**src/rtl/core/swt_pkg.sv**
```systemverilog
package swt_pkg;

  // token kinds on the result side
  localparam logic [2:0] KIND_IDENT   = 3'd0;
  localparam logic [2:0] KIND_NUMBER  = 3'd1;
  localparam logic [2:0] KIND_ECHO    = 3'd2;
  localparam logic [2:0] KIND_INVALID = 3'd3;
  localparam logic [2:0] KIND_END     = 3'd4;

  // scanner modes
  localparam logic [1:0] MODE_IDLE   = 2'd0;
  localparam logic [1:0] MODE_IDENT  = 2'd1;
  localparam logic [1:0] MODE_NUMBER = 2'd2;
  localparam logic [1:0] MODE_ECHO   = 2'd3;

  localparam int unsigned MaxResults = 4;
  localparam logic [7:0] CharUnderscore = 8'h5f;

  // one output beat
  typedef struct packed {
    logic [2:0] kind;
    logic [7:0] tbyte;
    logic       first;
    logic       last;
  } result_t;

  // all beats caused by one input byte
  typedef struct packed {
    logic [2:0]               count;
    result_t [MaxResults-1:0] res;
  } burst_t;

  // letters of the echo keyword, by position
  function automatic logic [7:0] echo_char(input logic [1:0] p);
    logic [7:0] c;
    case (p)
      2'd0: c = 8'h65;
      2'd1: c = 8'h63;
      2'd2: c = 8'h68;
      default: c = 8'h6f;
    endcase
    return c;
  endfunction

  function automatic logic is_space(input logic [7:0] c);
    return (c == 8'd32) || (c >= 8'd9 && c <= 8'd13);
  endfunction

  function automatic logic is_digit(input logic [7:0] c);
    return (c >= 8'h30) && (c <= 8'h39);
  endfunction

  function automatic logic is_alpha(input logic [7:0] c);
    return ((c >= 8'h61) && (c <= 8'h7a)) || ((c >= 8'h41) && (c <= 8'h5a));
  endfunction

  function automatic logic is_ident_cont(input logic [7:0] c);
    return is_alpha(c) || is_digit(c) || (c == CharUnderscore);
  endfunction

endpackage

```
**src/rtl/core/swt_lex.sv**
```systemverilog
module swt_lex (
  input  logic             clk,
  input  logic             rst,
  input  logic             accept,
  input  logic [7:0]       ch,
  input  logic             end_of_input,
  output swt_pkg::burst_t  burst
);

  logic [1:0] token_mode, token_mode_next;
  logic [1:0] echo_progress, echo_progress_next;
  logic [7:0] held_byte, held_byte_next;
  logic       held_valid, held_valid_next;
  logic       held_is_first, held_is_first_next;

  // scan one byte: next state and the beats it releases
  always_comb begin
    logic [2:0] n;
    logic       restart;
    logic       cont;
    logic [2:0] wkind;
    logic [1:0] p;
    n = 3'd0;
    restart = 1'b0;
    cont = 1'b0;
    wkind = (token_mode == swt_pkg::MODE_IDENT) ? swt_pkg::KIND_IDENT : swt_pkg::KIND_NUMBER;
    p = echo_progress;
    burst = '0;
    token_mode_next = token_mode;
    echo_progress_next = echo_progress;
    held_byte_next = held_byte;
    held_valid_next = held_valid;
    held_is_first_next = held_is_first;

    if (end_of_input) begin
      // flush whatever is pending, then the end token
      if (token_mode == swt_pkg::MODE_ECHO) begin
        for (int i = 0; i < 3; i++) begin
          if (2'(i) < p) begin
            burst.res[n[1:0]] = '{swt_pkg::KIND_IDENT, swt_pkg::echo_char(2'(i)),
                                  i == 0, 2'(i + 1) == p};
            n = n + 3'd1;
          end
        end
      end else if (token_mode != swt_pkg::MODE_IDLE && held_valid) begin
        burst.res[n[1:0]] = '{wkind, held_byte, held_is_first, 1'b1};
        n = n + 3'd1;
      end
      token_mode_next = swt_pkg::MODE_IDLE;
      echo_progress_next = 2'd0;
      held_byte_next = 8'd0;
      held_valid_next = 1'b0;
      held_is_first_next = 1'b0;
      burst.res[n[1:0]] = '{swt_pkg::KIND_END, 8'd0, 1'b1, 1'b1};
      n = n + 3'd1;
    end else begin
      case (token_mode)
        swt_pkg::MODE_IDENT, swt_pkg::MODE_NUMBER: begin
          cont = (token_mode == swt_pkg::MODE_IDENT) ? swt_pkg::is_ident_cont(ch)
                                                     : swt_pkg::is_digit(ch);
          if (held_valid) begin
            burst.res[n[1:0]] = '{wkind, held_byte, held_is_first, !cont};
            n = n + 3'd1;
          end
          if (cont) begin
            held_byte_next = ch;
            held_is_first_next = !held_valid;
            held_valid_next = 1'b1;
          end else begin
            restart = 1'b1;
          end
        end
        swt_pkg::MODE_ECHO: begin
          if (ch == swt_pkg::echo_char(p)) begin
            if (p == 2'd3) begin
              for (int i = 0; i < 4; i++) begin
                burst.res[2'(i)] = '{swt_pkg::KIND_ECHO, swt_pkg::echo_char(2'(i)),
                                     i == 0, i == 3};
              end
              n = 3'd4;
              token_mode_next = swt_pkg::MODE_IDLE;
              echo_progress_next = 2'd0;
              held_byte_next = 8'd0;
              held_valid_next = 1'b0;
              held_is_first_next = 1'b0;
            end else begin
              echo_progress_next = p + 2'd1;
            end
          end else begin
            cont = swt_pkg::is_ident_cont(ch);
            // matched prefix falls back to identifier bytes
            for (int i = 0; i < 3; i++) begin
              if (2'(i) < p) begin
                burst.res[n[1:0]] = '{swt_pkg::KIND_IDENT, swt_pkg::echo_char(2'(i)),
                                      i == 0, !cont && (2'(i + 1) == p)};
                n = n + 3'd1;
              end
            end
            if (cont) begin
              token_mode_next = swt_pkg::MODE_IDENT;
              echo_progress_next = 2'd0;
              held_byte_next = ch;
              held_valid_next = 1'b1;
              held_is_first_next = (p == 2'd0);
            end else begin
              restart = 1'b1;
            end
          end
        end
        default: restart = 1'b1;
      endcase

      // byte taken as if between tokens
      if (restart) begin
        token_mode_next = swt_pkg::MODE_IDLE;
        echo_progress_next = 2'd0;
        held_byte_next = 8'd0;
        held_valid_next = 1'b0;
        held_is_first_next = 1'b0;
        if (swt_pkg::is_space(ch)) begin
          // separator only
        end else if (ch == swt_pkg::echo_char(2'd0)) begin
          token_mode_next = swt_pkg::MODE_ECHO;
          echo_progress_next = 2'd1;
        end else if (swt_pkg::is_ident_cont(ch)) begin
          token_mode_next = swt_pkg::is_digit(ch) ? swt_pkg::MODE_NUMBER : swt_pkg::MODE_IDENT;
          held_byte_next = ch;
          held_valid_next = 1'b1;
          held_is_first_next = 1'b1;
        end else begin
          burst.res[n[1:0]] = '{swt_pkg::KIND_INVALID, ch, 1'b1, 1'b1};
          n = n + 3'd1;
        end
      end
    end
    burst.count = n;
  end

  // scanner state
  always_ff @(posedge clk) begin
    if (rst) begin
      token_mode <= swt_pkg::MODE_IDLE;
      echo_progress <= 2'd0;
      held_byte <= 8'd0;
      held_valid <= 1'b0;
      held_is_first <= 1'b0;
    end else if (accept) begin
      token_mode <= token_mode_next;
      echo_progress <= echo_progress_next;
      held_byte <= held_byte_next;
      held_valid <= held_valid_next;
      held_is_first <= held_is_first_next;
    end
  end

endmodule

```
**src/rtl/core/swt_burst.sv**
```systemverilog
module swt_burst (
  input  logic             clk,
  input  logic             rst,
  input  logic             load,
  input  swt_pkg::burst_t  burst,
  input  logic             pop,
  output logic             room,
  output logic             valid,
  output swt_pkg::result_t head_res,
  output logic             head_last
);

  swt_pkg::result_t [swt_pkg::MaxResults-1:0] entries;
  logic [2:0] avail;
  logic [1:0] head;

  assign valid = (avail != 3'd0);
  assign head_res = entries[head];
  assign head_last = (avail == 3'd1);
  // take a new burst when the buffer is empty or the last pending beat leaves this cycle
  assign room = (avail == 3'd0) || ((avail == 3'd1) && pop);

  // beat payloads
  always_ff @(posedge clk) begin
    if (load) begin
      entries <= burst.res;
    end
  end

  // drain pointer and fill level
  always_ff @(posedge clk) begin
    if (rst) begin
      avail <= 3'd0;
      head <= 2'd0;
    end else if (load) begin
      avail <= burst.count;
      head <= 2'd0;
    end else if (pop) begin
      avail <= avail - 3'd1;
      head <= 2'(head + 2'd1);
    end
  end

  a_avail_range: assert property (@(posedge clk) disable iff (rst)
    avail <= 3'd4) else $error("burst fill level out of range");
  a_load_level: assert property (@(posedge clk) disable iff (rst)
    load |=> avail == $past(burst.count)) else $error("burst load lost");
  a_pop_level: assert property (@(posedge clk) disable iff (rst)
    (pop && !load) |=> avail == $past(avail) - 3'd1) else $error("beat drain miscounted");
  a_hold_head: assert property (@(posedge clk) disable iff (rst)
    (valid && !pop && !load) |=> $stable(head) && $stable(avail))
    else $error("stalled beat moved");

endmodule

```
**src/rtl/core/shell_word_tokenizer.sv**
```systemverilog
// Streaming word tokenizer for a small shell language. One ASCII byte enters
// per beat on the s_ side (s_tlast high marks end of text; its byte is
// ignored) and every token byte leaves as one m_ beat tagged with its kind,
// first flag, last flag (m_tlast) and a flag on the final beat caused by that
// input byte. A byte is scanned in the cycle it is accepted and its 0 to 4
// beats land in a four-entry result buffer, which drains one beat per cycle
// while m_tready is high. A new byte is accepted whenever that buffer is empty
// or its final beat is being taken, so throughput is one byte per cycle while
// each byte yields at most one beat and m_tready stays high; a byte yielding
// more beats holds the input until the single output port of the buffer has
// taken its final beat. The first beat appears in the cycle after accept.
module shell_word_tokenizer (
  input  logic        clk,
  input  logic        rst,
  input  logic        s_tvalid,
  output logic        s_tready,
  input  logic [7:0]  s_tdata,   // [7:0] ch
  input  logic        s_tlast,   // end_of_input
  output logic        m_tvalid,
  input  logic        m_tready,
  output logic [15:0] m_tdata,   // [7:0] token_byte, [8] first_of_token, [9] last_result
  output logic [2:0]  m_tuser,   // [2:0] token_kind
  output logic        m_tlast    // last_of_token
);

  logic             room;
  logic             accept;
  logic             pop;
  logic             head_last;
  swt_pkg::burst_t  burst;
  swt_pkg::result_t head_res;

  assign s_tready = room;
  assign accept = s_tvalid && room;
  assign pop = m_tvalid && m_tready;

  swt_lex u_lex (
    .clk          (clk),
    .rst          (rst),
    .accept       (accept),
    .ch           (s_tdata),
    .end_of_input (s_tlast),
    .burst        (burst)
  );

  swt_burst u_burst (
    .clk       (clk),
    .rst       (rst),
    .load      (accept && (burst.count != 3'd0)),
    .burst     (burst),
    .pop       (pop),
    .room      (room),
    .valid     (m_tvalid),
    .head_res  (head_res),
    .head_last (head_last)
  );

  // pack the head beat
  assign m_tdata = {6'd0, head_last, head_res.first, head_res.tbyte};
  assign m_tuser = head_res.kind;
  assign m_tlast = head_res.last;

endmodule
```
**config.mk**
```make
export PLATFORM = sky130hd
export DESIGN_NAME = shell_word_tokenizer
export DESIGN_NICKNAME = d
export VERILOG_FILES = /design/src/rtl/core/swt_pkg.sv /design/src/rtl/core/swt_lex.sv /design/src/rtl/core/swt_burst.sv /design/src/rtl/core/shell_word_tokenizer.sv
export SDC_FILE = /design/constraint.sdc
export NUM_CORES = 1
export LEC_CHECK = 0
export BUFFER_PORTS_ARGS = -buffer_cell sky130_fd_sc_hd__buf_2
export CAP_MARGIN = 20
export CORE_MARGIN = 4
export CORE_UTILIZATION = 40
export DETAILED_ROUTE_END_ITERATION = 8
export GPL_TIMING_DRIVEN = 0
export PLACE_DENSITY = 0.57
export SETUP_SLACK_MARGIN = 0.5
export SYNTH_ARGS = -nofsm -noshare
export SYNTH_HDL_FRONTEND = slang
export SYNTH_SLANG_ARGS = --single-unit
```
**constraint.sdc**
```tcl
create_clock -name clk -period 5.21 [get_ports clk]
set_input_delay 1.042 -clock clk [delete_from_list [all_inputs] [get_ports clk]]
set_output_delay 1.042 -clock clk [all_outputs]
set_load 0.02 [all_outputs]
```
# ---- Yosys cells after proc, flatten, opt, wreduce, memory -nomap -nowiden
# Index checks and enable logic that the tools add are counted.
dict set report word_totals {
  ff_bits 71
  wordCells 266
}
dict set report op_classes {
  addsub 9
  magnitude_cmp 24
  eq_ne 18
  muxes 149
  bitwise_logic 3
  n_reduce_logical 40
}
# cell n
set ops {}
lappend ops {{52-bit 2-to-1 mux} 14}
lappend ops {{52-bit bitwise mux} 5}
lappend ops {{13-bit 2-to-1 mux} 17}
lappend ops {{8-bit 2-to-1 mux} 23}
lappend ops {{13-bit demux with 2-bit select} 6}
lappend ops {{39-bit 2-to-1 mux} 4}
lappend ops {{3-bit 2-to-1 mux} 26}
lappend ops {{26-bit 2-to-1 mux} 2}
lappend ops {{40-bit bitwise AND} 1}
lappend ops {{40-bit NOT} 1}
lappend ops {{2-bit 2-to-1 mux} 17}
lappend ops {{13-bit binary-select mux with 2-bit select} 1}
lappend ops {{13-bit one-hot mux with 2 select lines} 1}
lappend ops {{25-bit 2-to-1 mux} 1}
lappend ops {{1-bit 2-to-1 mux} 24}
lappend ops {{2-bit by 3-bit less-than comparator with 1-bit output (second input constant)} 7}
lappend ops {{3-bit by 1-bit adder with 3-bit output (second input constant)} 6}
lappend ops {{1-bit logical AND} 18}
lappend ops {{9-bit 2-to-1 mux} 2}
lappend ops {{8-bit by 7-bit equality test with 1-bit output (second input constant)} 2}
lappend ops {{8-bit by 7-bit >= comparator with 1-bit output (second input constant)} 2}
lappend ops {{8-bit by 7-bit less-or-equal comparator with 1-bit output (second input constant)} 2}
lappend ops {{8-bit one-hot mux with 2 select lines} 1}
lappend ops {{2-bit by 1-bit >= comparator with 1-bit output (second input constant)} 6}
lappend ops {{other kinds (33)} 54}

# ---- Depth between registers and ports, before layout
dict set report logic_depth {
  word_depth 28
  mapped_depth 18
  mapped_depth_nobuf 16
}

# ---- By module
# From an unflattened synthesis, not the netlist that was laid out.
dict set report unflattened {
  cells_unflattened 436
  area_unflattened_um2 4654.5
}
# mod n_inst cells_per_inst area_each_um2 seq_area_each_um2
set by_module_without_submodules {}
lappend by_module_without_submodules {swt_lex 1 324 2369.8 280.3}
lappend by_module_without_submodules {swt_burst 1 101 2205.9 1661.6}
lappend by_module_without_submodules {shell_word_tokenizer 1 11 78.8 0.0}

# ---- Worst setup path before layout
# No wires, ideal clock.
dict set report synth_timing {
  path_type {input to register}
  from {input port s_tdata[4]}
  to {register u_burst.entries[0] (netlist bit), enable pin}
  setup_time_ns 0.615
  t_arrival_ns 3.912
  required_ns 4.595
  slack_ns 0.683
  path_stages 11
  n_path_buf 1
  path_cell_list {buf_2 > nand4bb_1 > nor2_2 > or3_1 > inv_1 > ha_1 > o211ai_1 > nor3_1 > a41oi_1 > o31ai_2 > nand2_1}
}
dict set report synth_between {
  elab_chain_cells 13
  word_cells_on_any_way 37
  cone_classes {add/sub: 1; order compare: 8; eq/ne: 4; mux: 14; reduce/logical: 10}
}
# item line_no
set synth_rtl {}
lappend synth_rtl {{start: declaration} shell_word_tokenizer.sv:17} ;# input logic [7:0] s_tdata,
lappend synth_rtl {{branches (longest 9 deep; another with 3-bit by 1-bit adder with 3-bit output)} n/a}
lappend synth_rtl {{3-bit 2-to-1 mux (*)} swt_lex.sv:114} ;# if (restart) begin
lappend synth_rtl {{3-bit 2-to-1 mux (*)} swt_lex.sv:35} ;# if (end_of_input) begin
lappend synth_rtl {{3-bit nonzero test (*)} shell_word_tokenizer.sv:49} ;# .load (accept && (burst.count != 3'd0)),
lappend synth_rtl {{1-bit logical AND (*)} shell_word_tokenizer.sv:49}
lappend synth_rtl {{net u_burst.load} swt_burst.sv:4} ;# input logic load,
lappend synth_rtl {{end signal: assignment} swt_burst.sv:26} ;# entries <= burst.res;
lappend synth_rtl {{end: declaration} swt_burst.sv:13} ;# swt_pkg::result_t [swt_pkg::MaxResults-1:0] entries;
# Mark *: on every way through the listed nets, which the timed path passes. The select of a mux whose other input is x is not followed.
# A chain may end at the register's enable or synchronous reset.

# ---- Final worst setup path
dict set report layout_timing {
  from {register u_lex.echo_progress[1]}
  to {register u_burst.entries[8] (netlist bit), enable pin}
}
dict set report layout_between {
  elab_chain_cells 23
  word_cells_on_any_way 48
  cone_classes {add/sub: 6; order compare: 3; eq/ne: 4; mux: 32; reduce/logical: 3}
}
# item line_no
set layout_rtl {}
lappend layout_rtl {{start: declaration} swt_lex.sv:11} ;# logic [1:0] echo_progress, echo_progress_next;
lappend layout_rtl {{start signal: assignment} swt_lex.sv:149} ;# echo_progress <= echo_progress_next;
lappend layout_rtl {{1-bit by 2-bit less-than comparator with 1-bit output} {swt_lex.sv:39, swt_lex.sv:93}}
lappend layout_rtl {{1-bit 2-to-1 mux} {swt_lex.sv:39, swt_lex.sv:93}}
lappend layout_rtl {{3-bit 2-to-1 mux} swt_lex.sv:74} ;# if (ch == swt_pkg::echo_char(p)) begin
lappend layout_rtl {{3-bit 2-to-1 mux} swt_lex.sv:57} ;# case (token_mode)
lappend layout_rtl {{3-bit 2-to-1 mux} swt_lex.sv:35}
lappend layout_rtl {{3-bit by 1-bit adder with 3-bit output} swt_lex.sv:96} ;# n = n + 3'd1;
lappend layout_rtl {{3-bit 2-to-1 mux} swt_lex.sv:93} ;# if (2'(i) < p) begin
lappend layout_rtl {{3-bit 2-to-1 mux} swt_lex.sv:74}
lappend layout_rtl {{[... 8 more ...]} n/a}
lappend layout_rtl {{3-bit 2-to-1 mux} swt_lex.sv:125} ;# end else if (swt_pkg::is_ident_cont(ch)) begin
lappend layout_rtl {{3-bit 2-to-1 mux} swt_lex.sv:122} ;# end else if (ch == swt_pkg::echo_char(2'd0)) begin
lappend layout_rtl {{3-bit 2-to-1 mux} swt_lex.sv:120} ;# if (swt_pkg::is_space(ch)) begin
lappend layout_rtl {{3-bit 2-to-1 mux} swt_lex.sv:114}
lappend layout_rtl {{3-bit 2-to-1 mux (*)} swt_lex.sv:35}
lappend layout_rtl {{3-bit nonzero test (*)} shell_word_tokenizer.sv:49}
lappend layout_rtl {{1-bit logical AND (*)} shell_word_tokenizer.sv:49}
lappend layout_rtl {{net u_burst.load} swt_burst.sv:4}
# Mark *: on every way through the listed nets, which the timed path passes. The rest lies on a longest branch. The select of a mux whose other input is x is not followed.

==> run summary <==
The run finished with clean final reports. The worst-case reg-to-reg path depth came out at 17. Buffers inserted to repair hold after CTS numbered 0. The overall routed net length came out at ~12 mm.

The buffers inserted during post-CTS setup optimization came out at 0. The post-CTS clock slew at the launch and capture registers of the worst setup and hold paths is about 0.080 ns. The fraction of final layout cells sized beyond drive strength 1 is 19.5%. The number of flops mapped to enable cells by yosys is 50. The sink count of the clock tree is just under 70. The total number of placement rows is 38.

The share of synthesized area in the top cell type comes to 33.5%. By area the synthesized netlist is led by edfxtp_1, dfxtp_1, ha_1. The async set-reset flop share out of synthesis came out at 0%. The number of setup violations in the final report came out at 0. The most common cell in the synthesized netlist is edfxtp_1.

The maximum number of pins on one net before global-route repair is 39. Counting the buffers created by CTS gives 9. The share of total power in combinational logic came out at between 30% and 40%. Dividing the detail-routed via count by the number of cells gives ~5.6. The category of the worst setup path capture point is a flip-flop.

The critical path is of the flip-flop to flip-flop type. The effective utilization at floorplan is about two fifths. For this run, the leading register cell type out of synthesis is edfxtp_1. The share of power burned in registers is between 40% and 50%. The relative slew slack is between 30% and 40%. The number of DRC violations after detailed routing came out at 0. The required time at the worst-slack endpoint is between 5 and 6 ns.

The final RePlAce weighted congestion came out at 0.967. The routed length per placed instance came out at roughly 20 um. The leakage power came out at between 1.5 and 2 nW. The max-slew violation count came out at 0. The layout overhead on the synthesized area came out at 11.4%.

The standard cell core area came out at roughly 11,000 um2. The count of pins on the block boundary came out at 35. The register area share after synthesis came out at about two fifths. The global-route usage over all layers came out at 20.0%.

Excluding fillers, the count of instances in the completed layout stands at around 630. In the synthesized netlist, the number of instances is about 450. The total iterations of the first detailed-routing run is 5.

The reg-to-reg setup timing slack is just over 0.9 ns. The clock insertion delay at the later pin of the skew report came out at approximately 0.35 ns. The final critical path takes up about 82% of the cycle. The startpoint identified for the worst register-to-register timing path is u_lex.echo_progress[1].

The height of the die is between 100 and 150 um. The library cell used as clock root buffer is clkbuf_8. In this run the most critical hold path is launched from u_lex.held_byte[6]. The storage element area is between 1500 and 2000 um2. The worst hold path belongs to the class flip-flop to flip-flop.

The cell area after synthesis is 4490 um2. For hold timing, the worst endpoint is u_lex.held_byte[6]. The first-pass GRT wire length is 19.7 mm. The number of input and output port buffers inserted came out at 25. Sorting the synthesized cells by how often they occur yields edfxtp_1, nand2_1, nor2_1, ha_1, a21oi_1. For the final database, setup skew stands at roughly 0.012 ns. The worst hold margin came out at between 0.4 and 0.5 ns. The clock period minus worst slack came out at 4.29 ns. Derived from the worst setup path, the maximum achievable clock frequency is about 0.23 GHz.

The die is about 110 um wide. The clock group share of total power is 20.9%. The area occupied by multi-input gates is 2380 um2. Counting along the longest clock path gives a buffer depth of 2. In this run the remaining antenna-violating nets after routing total 0. The count of warnings emitted by yosys is 0.

Detailed placement finished with a half-perimeter wire length of about 9.7 mm. The die area came out at 13,000 um2. The routed layout has 3,533 vias. The max-capacitance violation count is 0. Including well taps, the total number of placed cells is approximately 620. The clock tree from TritonCTS is done.

The number of distinct standard cells referenced by the synthesized netlist is 71. The transition at the pin with the smallest max-transition slack is roughly 0.95 ns. The maximum fanout along the worst path is 38. 0 antenna diodes ended up in the layout. The biggest area contributor in the post-synthesis netlist is edfxtp_1. The critical path arrival is approximately 4.3 ns. The design internal power came out at ~0.0012 W. The total placed instance area came out at ~4800 um2.

The worst IR drop on VDD is ~0.17 mV. The ratio of total power to cell area is 362 nW/um2. The overall overflow remaining after global route is 0. The iteration-0 DRC count of the detailed router came out at between 200 and 250. The hold violation count in the final report came out at 0. The accumulated negative setup slack is 0 ns. The net switching power is about 0.00064 W. The worst register-to-register path ends at u_burst.entries[8]. The area of all placed cells without fillers is ~5000 um2. The number of global-route vias before repair came out at around 3.5k.

In this run switching power makes up 35.3% of total power. STA classifies the critical path startpoint as a flip-flop. The layout net count came out at 525. The number of antenna violations at the first check in global routing was 0.

The depth of the CTS H-tree came out at 3. A synthesized cell averages 10.1 um2. The layout filler cell count is roughly 1.1k. Setup repair after global routing left no endpoint under its margin. The count of cells along the worst hold path is 1.

The number of storage elements in the synthesis netlist is between 60 and 70.
[worst max-delay path, stage by stage, from the launching register on]
cell      delay, ns
dfxtp_1        0.42
buf_2          0.24
inv_1          0.11
ha_1           0.20
inv_1          0.09
ha_1           0.19
xor2_1         0.18
nand4_2        0.23
o211ai_1       0.30
and2_1         0.24
inv_1          0.12
ha_1           0.24
o211ai_1       0.17
nor3_2         0.17
a41oi_1        0.29
o31ai_2        0.12
nand2_2        0.35
buf_12         0.27
[state kept, by name, indices dropped and copies added, names as in the netlist]
signal               count
u_burst.avail            3
u_burst.entries         50
u_burst.head             2
u_lex.echo_progress      2
u_lex.held_byte          8
u_lex.held_is_first      1
u_lex.held_valid         1
u_lex.token_mode         2
[routing by layer]
layer | part of all wire, % | global-route usage [%] | routed length, um
met1 | 48 | 28.9 | 6040
met2 | 46 | 30.7 | 5670
met3 | 4.1 | 3.08 | 509
met4 | 1.9 | 6.81 | 241
met5 | 0 | 0 | 0
[worst max-delay path by stage]
stage                                 from                  end  slack, ns  cells past startpoint
finish              u_lex.echo_progress[1]   u_burst.entries[8]       0.92                     17
global route        u_lex.echo_progress[1]  u_burst.entries[18]       0.71                     17
CTS                 u_lex.echo_progress[0]   u_burst.entries[3]       0.71                     16
detailed placement              s_tdata[5]   u_burst.entries[8]       0.53                     13
global placement                s_tdata[5]   u_burst.entries[8]      -0.62                     12
floorplan                       s_tdata[4]   u_burst.entries[0]       0.68                     11
[cell type report]
type                       instances  share of cell area (%)
multi-input combinational        327                    47.5
sequential                        69                    37.6
buffer                            36                    3.78
tap                              140                    3.50
timing repair buffer              26                    2.90
clock buffer                       9                    2.48
inverter                          18                    1.35
clock inverter                     7                   0.826
[cell families (layout without fill, tap and decap cells)]
family / count (synthesis) / in the layout / share of synthesized area, %
and+or+nand+nor: 163 / 163 / 18.6
AOI/OAI and AO/OA: 108 / 108 / 17.6
DFF: 69 / 69 / 41.9
buffers and inverters: 54 / 96 / 5.71
adders and majority gates: 25 / 25 / 6.97
muxes: 15 / 15 / 6.97
xor gates and xnor gates: 10 / 10 / 2.12
other: 1 / 6 / 0.0836
[power groups by stage]
stage	clock network [W]	registers, W	logic, W
floorplan	0	0.000811	0.000456
global placement	0	0.000828	0.000611
detailed placement	0	0.000822	0.000632
CTS	0.000391	0.000810	0.000633
global route	0.000417	0.000821	0.000682
finish	0.000378	0.000806	0.000626
[through the flow]
step                      util [%]  setup WS, ns  total power [W]
final                         45.9         0.922          0.00181
after global routing          45.9         0.712          0.00192
after CTS                     45.9         0.706          0.00183
after detailed placement      44.4         0.527          0.00145
after global placement        44.2        -0.616          0.00144
after floorplan                  -         0.683          0.00127
[cells in the final DEF (no fill, tap or decap), types with 7 or more instances in the layout]
cell and count:
buf_2 35, o21ai_1 9, o21ai_0 13, and2_1 14
clkbuf_1 14, nand2_1 41, inv_1 18, a22o_1 8
nor2_1 41, dfxtp_1 19, a31oi_1 8, clkbuf_8 9
a21oi_1 20, buf_4 9, nor3_1 13, edfxtp_1 50
mux4_2 13, ha_1 25, nand3_1 7, o211ai_1 7
[repair_timing]
action                     4_1_cts  5_1_grt
resized for setup                0        1
hold endpoints to repair         0        0
setup endpoints to repair        0       38
Power figures use the tool's default switching activity.
